## src/rtl/xbrg_pkg.sv

```systemverilog
package xbrg_pkg;

  // Request codes carried in the req_type field.
  localparam logic [1:0] REQ_RAW     = 2'd0;
  localparam logic [1:0] REQ_BOUNDED = 2'd1;
  localparam logic [1:0] REQ_FRAC    = 2'd2;

  // Base added to the seed when the state words are loaded.
  localparam logic [31:0] SEED_BASE = 32'd12345678;

  // Fraction requests keep the top bits of a word.
  localparam int unsigned FRAC_SHIFT = 11;

  typedef struct packed {
    logic [1:0]  req_type;
    logic [63:0] limit;
  } xbrg_req_t;

  typedef struct packed {
    logic [63:0] value;
    logic        error;
  } xbrg_rsp_t;

  typedef enum logic {
    ST_IDLE,
    ST_DRAW
  } xbrg_state_t;

  // Commands from the controller to the datapath.
  typedef struct packed {
    logic accept;
    logic step;
    logic seed_load;
    logic rsp_load;
  } xbrg_cmd_t;

  // Status from the datapath to the controller.
  typedef struct packed {
    logic zero_limit;
    logic reject;
  } xbrg_status_t;

endpackage

```

## src/rtl/xoshiro_bounded_random_generator_top.sv

```systemverilog
// xoshiro256** generator with raw, bounded and unit-fraction requests.
// Request channel: req_valid/req_stall carry req_type and limit; a request is
// taken at a rising edge with req_valid high and req_stall low.
// Result channel: rsp_valid/rsp_stall carry value and error, one per request.
// Seed channel: cfg_valid/cfg_ready write the 32-bit seed, which reloads the
// four state words; write it only while no request is in flight.
// A raw or fraction request loads its result from the draw state: the accepting
// edge steps the state and forms s1*5, and the draw state finishes the
// scramble and loads the result once the result register is free.
// A bounded draw steps the state again for each rejected try, since each try
// is one step of the same state update; on average it needs under two tries.
// A bounded draw with limit zero returns value 0 and error 1 from the draw
// state without stepping the state.
// A new request is taken only after the previous one has loaded its result.
// Reset loads the state as a seed of zero and drops any pending result.
// While the receiver stalls, the result register holds its value; the block
// finishes the next request and waits with it until the register frees.
module xoshiro_bounded_random_generator_top import xbrg_pkg::*; (
  input  logic        clk,
  input  logic        rst,
  input  logic        req_valid,
  output logic        req_stall,
  input  xbrg_req_t   req,
  output logic        rsp_valid,
  input  logic        rsp_stall,
  output xbrg_rsp_t   rsp,
  input  logic        cfg_valid,
  output logic        cfg_ready,
  input  logic [31:0] cfg_data
);

  xbrg_cmd_t    cmd;
  xbrg_status_t status;
  xbrg_state_t  state;

  xbrg_ctrl u_ctrl (
    .clk       (clk),
    .rst       (rst),
    .req_valid (req_valid),
    .cfg_valid (cfg_valid),
    .rsp_stall (rsp_stall),
    .status    (status),
    .req_stall (req_stall),
    .cfg_ready (cfg_ready),
    .rsp_valid (rsp_valid),
    .cmd       (cmd),
    .state     (state)
  );

  xbrg_datapath u_datapath (
    .clk      (clk),
    .rst      (rst),
    .req      (req),
    .cfg_data (cfg_data),
    .cmd      (cmd),
    .status   (status),
    .rsp      (rsp)
  );

  // An accepted request keeps the block busy in the next cycle.
  assert property (@(posedge clk) disable iff (rst)
    (req_valid && !req_stall) |=> (state == ST_DRAW))
    else $error("request accepted but no draw in progress");

  // A seed write and a request are never taken together.
  assert property (@(posedge clk) disable iff (rst)
    (cfg_valid && cfg_ready) |-> !(req_valid && !req_stall))
    else $error("seed write and request taken in the same cycle");

  // An error result always carries a zero value.
  assert property (@(posedge clk) disable iff (rst)
    (rsp_valid && rsp.error) |-> (rsp.value == 64'd0))
    else $error("error result with nonzero value");

  // A result is only loaded from the draw state.
  assert property (@(posedge clk) disable iff (rst)
    cmd.rsp_load |-> (state == ST_DRAW) && !status.reject)
    else $error("result loaded outside a finished draw");

endmodule

```

## src/rtl/xbrg_datapath.sv

```systemverilog
module xbrg_datapath import xbrg_pkg::*; (
  input  logic         clk,
  input  logic         rst,
  input  xbrg_req_t    req,
  input  logic [31:0]  cfg_data,
  input  xbrg_cmd_t    cmd,
  output xbrg_status_t status,
  output xbrg_rsp_t    rsp
);

  logic [63:0] gen_state [4];
  logic [63:0] gen_state_next [4];
  logic [63:0] w5;
  logic [1:0]  req_type;
  logic [63:0] limit;
  logic [63:0] mask;
  logic        err;
  logic [63:0] mask_next;
  logic [63:0] rot;
  logic [63:0] word;
  logic [63:0] masked;
  logic [63:0] t2;
  logic [63:0] t3;
  logic [63:0] result_value;

  // One xoshiro256** state update.
  always_comb begin
    t2 = gen_state[2] ^ gen_state[0];
    t3 = gen_state[3] ^ gen_state[1];
    gen_state_next[0] = gen_state[0] ^ t3;
    gen_state_next[1] = gen_state[1] ^ t2;
    gen_state_next[2] = t2 ^ (gen_state[1] << 17);
    gen_state_next[3] = {t3[18:0], t3[63:19]};
  end

  // The mask covers every bit up to the highest set bit of the limit.
  always_comb begin
    mask_next = req.limit;
    for (int k = 0; k < 6; k++) begin
      mask_next = mask_next | (mask_next >> (1 << k));
    end
  end

  // State words, seed loads and the first half of the output scramble.
  always_ff @(posedge clk) begin
    if (rst) begin
      for (int i = 0; i < 4; i++) begin
        gen_state[i] <= {32'd0, SEED_BASE + 32'(i)};
      end
    end else if (cmd.seed_load) begin
      for (int i = 0; i < 4; i++) begin
        gen_state[i] <= {32'd0, SEED_BASE + cfg_data + 32'(i)};
      end
    end else if (cmd.step) begin
      gen_state <= gen_state_next;
    end
  end

  always_ff @(posedge clk) begin
    if (cmd.step) begin
      w5 <= gen_state[1] + (gen_state[1] << 2);
    end
  end

  // Request fields held for the whole draw.
  always_ff @(posedge clk) begin
    if (cmd.accept) begin
      req_type <= req.req_type;
      limit    <= req.limit;
      mask     <= mask_next;
      err      <= (req.req_type == REQ_BOUNDED) && (req.limit == 64'd0);
    end
  end

  // Second half of the scramble: rotate by 7, then multiply by 9.
  assign rot    = {w5[56:0], w5[63:57]};
  assign word   = rot + (rot << 3);
  assign masked = word & mask;

  always_comb begin
    case (req_type)
      REQ_BOUNDED: result_value = err ? 64'd0 : masked;
      REQ_FRAC:    result_value = word >> FRAC_SHIFT;
      default:     result_value = word;
    endcase
  end

  assign status.zero_limit = (req.req_type == REQ_BOUNDED) && (req.limit == 64'd0);
  assign status.reject     = (req_type == REQ_BOUNDED) && !err && (masked >= limit);

  // Output register.
  always_ff @(posedge clk) begin
    if (cmd.rsp_load) begin
      rsp.value <= result_value;
      rsp.error <= err;
    end
  end

endmodule

```

## src/rtl/xbrg_ctrl.sv

```systemverilog
module xbrg_ctrl import xbrg_pkg::*; (
  input  logic         clk,
  input  logic         rst,
  input  logic         req_valid,
  input  logic         cfg_valid,
  input  logic         rsp_stall,
  input  xbrg_status_t status,
  output logic         req_stall,
  output logic         cfg_ready,
  output logic         rsp_valid,
  output xbrg_cmd_t    cmd,
  output xbrg_state_t  state
);

  xbrg_state_t state_next;
  logic        rsp_free;

  assign rsp_free = !rsp_valid || !rsp_stall;

  // Next state.
  always_comb begin
    state_next = state;
    case (state)
      ST_IDLE: begin
        if (req_valid && !cfg_valid) begin
          state_next = ST_DRAW;
        end
      end
      ST_DRAW: begin
        if (!status.reject && rsp_free) begin
          state_next = ST_IDLE;
        end
      end
      default: state_next = ST_IDLE;
    endcase
  end

  always_ff @(posedge clk) begin
    if (rst) begin
      state <= ST_IDLE;
    end else begin
      state <= state_next;
    end
  end

  // Commands and handshake outputs.
  always_comb begin
    cmd       = '0;
    req_stall = 1'b1;
    cfg_ready = 1'b0;
    case (state)
      ST_IDLE: begin
        cfg_ready     = 1'b1;
        req_stall     = cfg_valid;
        cmd.seed_load = cfg_valid;
        cmd.accept    = req_valid && !cfg_valid;
        cmd.step      = req_valid && !cfg_valid && !status.zero_limit;
      end
      ST_DRAW: begin
        cmd.step     = status.reject;
        cmd.rsp_load = !status.reject && rsp_free;
      end
      default: begin
        cmd = '0;
      end
    endcase
  end

  // The result stays valid until the receiver takes it.
  always_ff @(posedge clk) begin
    if (rst) begin
      rsp_valid <= 1'b0;
    end else if (cmd.rsp_load) begin
      rsp_valid <= 1'b1;
    end else if (!rsp_stall) begin
      rsp_valid <= 1'b0;
    end
  end

endmodule
```

## config.mk

```make
export PLATFORM = sky130hd
export DESIGN_NAME = xoshiro_bounded_random_generator_top
export DESIGN_NICKNAME = d
export VERILOG_FILES = /design/src/rtl/xbrg_pkg.sv /design/src/rtl/xoshiro_bounded_random_generator_top.sv /design/src/rtl/xbrg_datapath.sv /design/src/rtl/xbrg_ctrl.sv
export SDC_FILE = /design/constraint.sdc
export NUM_CORES = 1
export LEC_CHECK = 0
export BUFFER_PORTS_ARGS = -buffer_cell sky130_fd_sc_hd__buf_4
export CAP_MARGIN = 20
export CELL_PAD_IN_SITES_DETAIL_PLACEMENT = 1
export CELL_PAD_IN_SITES_GLOBAL_PLACEMENT = 2
export CORE_AREA = 2 2 296 298
export DETAILED_ROUTE_END_ITERATION = 8
export DIE_AREA = 0 0 298 300
export GPL_TIMING_DRIVEN = 0
export PLACE_DENSITY_LB_ADDON = 0.25
export SLEW_MARGIN = 25
export SYNTH_ARGS = -nofsm -noshare
export SYNTH_HDL_FRONTEND = slang
export SYNTH_HIERARCHICAL = 1
export SYNTH_SLANG_ARGS = --single-unit
```

## constraint.sdc

```tcl
create_clock -name clk -period 12.68 [get_ports clk]
set_clock_uncertainty 0.1 [all_clocks]
set_input_delay 2.536 -clock clk [delete_from_list [all_inputs] [get_ports clk]]
set_output_delay 2.536 -clock clk [all_outputs]
set_load 0.02 [all_outputs]
```

== Word-level counts from Yosys, hierarchy flattened ==
Index checks and enable logic that the tools add are counted.
Storage, ports and cells
  bits in registers: 518
  output and inout port bits: 68
Cells by class
  add/sub/neg operators: 6
  order comparisons: 1
  equality and inequality tests: 4
  muxes and demuxes: 15
  bitwise operators: 13
  reductions and logical operators: 16
Operators with widths (number)
  $mux W224: 2
  $xor A64 B64 Y64: 5
  $add A64 B64 Y64: 2
  $pmux W64 S2: 1
  $add A32 B2 Y32 const B: 2
  $and A64 B64 Y64: 1
  $ge A64 B64 Y1: 1
  $logic_not A64 Y1: 1
  $mux W64: 1
  $or A64 B32 Y64: 1
  $or A64 B48 Y64: 1
  $or A64 B56 Y64: 1
  $or A64 B60 Y64: 1
  $or A64 B62 Y64: 1
  $or A64 B63 Y64: 1
  $add A24 B32 Y32 const A: 1
  $add A32 B1 Y32 const B: 1
  $mux W1: 9
  $logic_and A1 B1 Y1: 6
  $logic_not A1 Y1: 6
  $eq A2 B1 Y1 const B: 2
  $pmux W1 S2: 2
  $eq A2 B2 Y1 const B: 1
  $ne A2 B1 Y1 const B: 1
  4 further kinds: 4

== Longest topological paths before layout ==
  word-level depth: 8
  mapped depth: 30
  depth with buffers taken out: 29

== Modules after synthesis ==
Netlist, hierarchy kept.
Modules (own cells, without submodules)
  xbrg_datapath: instances 1, cells each 3758, area each 33154.3 um^2
  xbrg_ctrl: instances 1, cells each 15, area each 118.9 um^2

== Worst setup path after synthesis ==
No wires, ideal clock.
  kind: in2reg
  start: in req[61] (netlist bit)
  end: reg u_datapath/gen_state[82] (netlist bit)
  setup time: 0.120 ns
  arrival: 9.897 ns
  data required time: 12.460 ns
  slack: 2.564 ns
  cell stages on the path: 18
  buffers on the path: 2
  cell sequence: or4_4 > or4_1 > buf_2 > or4_4 > nor4_4 > inv_2 > or3_4 > or3_4 > or4_4 > or2_4 > nor4_1 > o31ai_1 > inv_1 > clkbuf_1 > nor2_1 > xnor2_1 > nor2_1 > a211o_1
RTL lines
  start, declared: RTL line xoshiro_bounded_random_generator_top.sv:23  | input xbrg_req_t req,
  end signal, assigned by index: RTL line xbrg_datapath.sv:48  | gen_state[i] <= {32'd0, SEED_BASE + 32'(i)};
  end signal, assigned by index: RTL line xbrg_datapath.sv:52  | gen_state[i] <= {32'd0, SEED_BASE + cfg_data + 32'(i)};
  end signal, assigned: RTL line xbrg_datapath.sv:55  | gen_state <= gen_state_next;
  end, declared: RTL line xbrg_datapath.sv:11  | logic [63:0] gen_state [4];

==> results_dict.tcl <==
set metrics [dict create \
    clk_path_buf_depth 3 \
    detail_route.wl_per_cell_um 23.4 \
    port_buffers 161 \
    crit_family "compound AO/OA/AOI/OAI gates" \
    yosysWarningCount 6 \
    die_x_um 298 \
    hold_start "u_datapath/gen_state[63]" \
    drive_above_1_share 0.0862 \
    r2r_slack_ps 2620 \
    rows 108 \
    cp_common_cell "nand2_1" \
    ys_ff_latch 517 \
    postRouteAntennaNets 0 \
    slew_violations 0 \
    vdd_drop_max_mv 0.127 \
    totalWireLength_mm 122 \
    hold_viol 0 \
    min_period_ps 10060 \
    mappedNetlistArea_um2 33300 \
    rsz0062_at_grt "false" \
    area_delta_synth_final_pct 15.2 \
    worst_pin_slew_ps 1140 \
    via_per_inst 5.54 \
    slew_headroom 0.237 \
    synth_area_leaders "edfxtp_1, dfxtp_1, xnor2_1" \
    cp_slowest_cell "o41ai_1" \
    multi_input_area_um2 19100 \
    clock_latency_ps 660 \
    crit_required_ps 13090 \
    cts_tree "yes" \
    synth_cell_types 86 \
    die_area_um2 89400 \
    timing.hold.ws_ps 373 \
    cp_max_fo 13 \
    register_area_um2 12900 \
    hold_path.class "flip-flop to flip-flop" \
    clkSlewWorstSetupHoldPaths_ps 60 \
    grt-ovfl-total 0 \
    fmax_mhz 99.4 \
    gp_congestion 0.909 \
    core_area_um2 86200 \
    cts_resized 0 \
    grt_pass1_wl_mm 185 \
    syn_avg_cell_area_um2 8.82 \
    crit_type "flip-flop to flip-flop" \
    dp.final_hpwl_mm 96.5 \
    grt_start_max_net_pins 27 \
    end_kind "flip-flop" \
    synth.most_common_cell "nor2_1" \
    arrival_ps 10470 \
    synth_top_flop_cell "edfxtp_1" \
    power.leakage_nw 14.9 \
    cts_setup_buffers 0 \
    outcome "finished clean" \
    antenna_found_initial 1 \
    cts_root_buf "clkbuf_16" \
    cts_hold_buf 0 \
    synth_edf_count 259 \
    fin_crit_sh 0.793 \
    start_util 0.386 \
    fillCellCount 10200 \
    die-height_um 300 \
    drc 0 \
    dpl.cell_count 5102 \
    grt_usage 0.268 \
    maxCapViolCount 0 \
    synth_common_cells "nor2_1, xnor2_1, nand2_1" \
    synth_cells 3773 \
    num_vias 28900 \
    grt_pass1_vias 30000 \
    setup_violations 0 \
    cellPowerDensity_nw_per_um2 135 \
    stdcell_count 5215 \
    crit_start "u_datapath/w5[59]" \
    ys_seq_area_frac 0.389 \
    critPathBufInv 2 \
    startpoint_type "flip-flop" \
    drtPass1Iterations 5 \
    io_pins 171 \
    fin_nets 4304 \
    yosysTopAreaCell "edfxtp_1" \
    synth_nets 4068 \
    slowest_delay_ps 1010 \
    timing.rr.start "u_datapath/w5[59]" \
    clock-sinks 517 \
    htreeDepth 2 \
    cts_buffers 60 \
    synthArstFlopShare 0 \
    synth_top_area_frac 0.234 \
    drtIter0Drc 1706 \
]
-- per-stage QoR --
stage	setup WS [ps]	instance area, um^2	util	TNS (ps)	power [mW]
global route	2380	38300	0.444	0	5.39
detailed placement	2580	36200	0.420	0	3.34
floorplan	2560	33300	-	0	2.86
CTS	2530	38300	0.444	0	5.19
global placement	-723	35900	0.417	-102090	3.31
finish	2620	38300	0.444	0	5.16
-- cell type report --
| cell class | count | share of cell area |
|---|---|---|
| multi-input cells | 2908 | 0.498 |
| flip-flops and latches | 517 | 0.338 |
| clock buffers | 78 | 0.0439 |
| repair buffers | 174 | 0.0379 |
| well taps | 1155 | 0.0377 |
| plain buffers | 180 | 0.0177 |
| inverters | 168 | 0.0165 |
| clock inverters | 34 | 0.0102 |
| diodes | 1 | 0.0000653 |
-- metal layers --
| metal | vias up | wire [um] | global-route usage |
|---|---|---|---|
| li1 | 13800 | - | - |
| met2 | 627 | 60100 | 0.479 |
| met4 | 0 | 4450 | 0.0926 |
| met3 | 199 | 4960 | 0.0315 |
| met5 | - | 0 | 0 |
| met1 | 14300 | 52600 | 0.335 |
-- worst paths after layout --
| kind | end | cells past startpoint |
|---|---|---|
| setup / recovery | u_datapath/gen_state[193] | 27 |
| hold / removal | u_datapath/gen_state[63] | 2 |
| setup reg to reg | u_datapath/gen_state[193] | 27 |
| hold reg to reg | u_datapath/gen_state[63] | 2 |
-- state kept, by name (all words and copies together) (netlist names) --
signal	cells
u_ctrl/rsp_valid	1
u_ctrl/state	1
u_datapath/err	1
u_datapath/gen_state	256
u_datapath/limit	64
u_datapath/mask	63
u_datapath/req_type	2
u_datapath/rsp	65
u_datapath/w5	64
-- cells by family after synthesis --
kind of cell	count (synthesis)	synth area share
muxes	15	0.00459
AOI/OAI and AO/OA	924	0.177
DFF	517	0.389
and+or+nand+nor	1220	0.171
buffers and inverters	348	0.0393
xor gates and xnor gates	557	0.147
adders and majority gates	192	0.0727
-- worst reg2reg max path, stage by stage, from the launching register on --
cell	delay, ps
edfxtp_1	490
ha_1	420
o21ai_0	150
o21ai_0	340
a211oi_1	210
o32ai_1	710
nor3_1	160
o41ai_1	1010
a31oi_1	230
xor2_1	610
nor2_1	100
ha_1	330
nand3_1	70
nor2_1	220
nand2_1	120
nor4_1	640
nand2_1	130
o21ai_0	200
a31oi_1	140
a211oi_1	900
nand2_1	240
o31ai_4	250
clkbuf_1	440
clkbuf_1	730
nand2_1	500
xnor2_1	240
o21ai_0	180
nand2_1	70
-- layout by cell type, fill, tap and decap left out, types with 162 or more instances in the layout --
cell and count:
xnor2_1 349, dfxtp_1 258, nor2_1 437, xor2_1 208, inv_1 166, buf_4 162, a21oi_1 319, edfxtp_1 259
clkbuf_1 180, ha_1 190, nand2_1 341
-- power by group --
part,switching (mW),total (mW),internal (mW)
Sequential,0.0990,1.98,1.88
Clock,0.749,1.84,1.09
Combinational,0.853,1.34,0.484
Total,1.70,5.16,3.46
(Power assumes the default switching activity.)
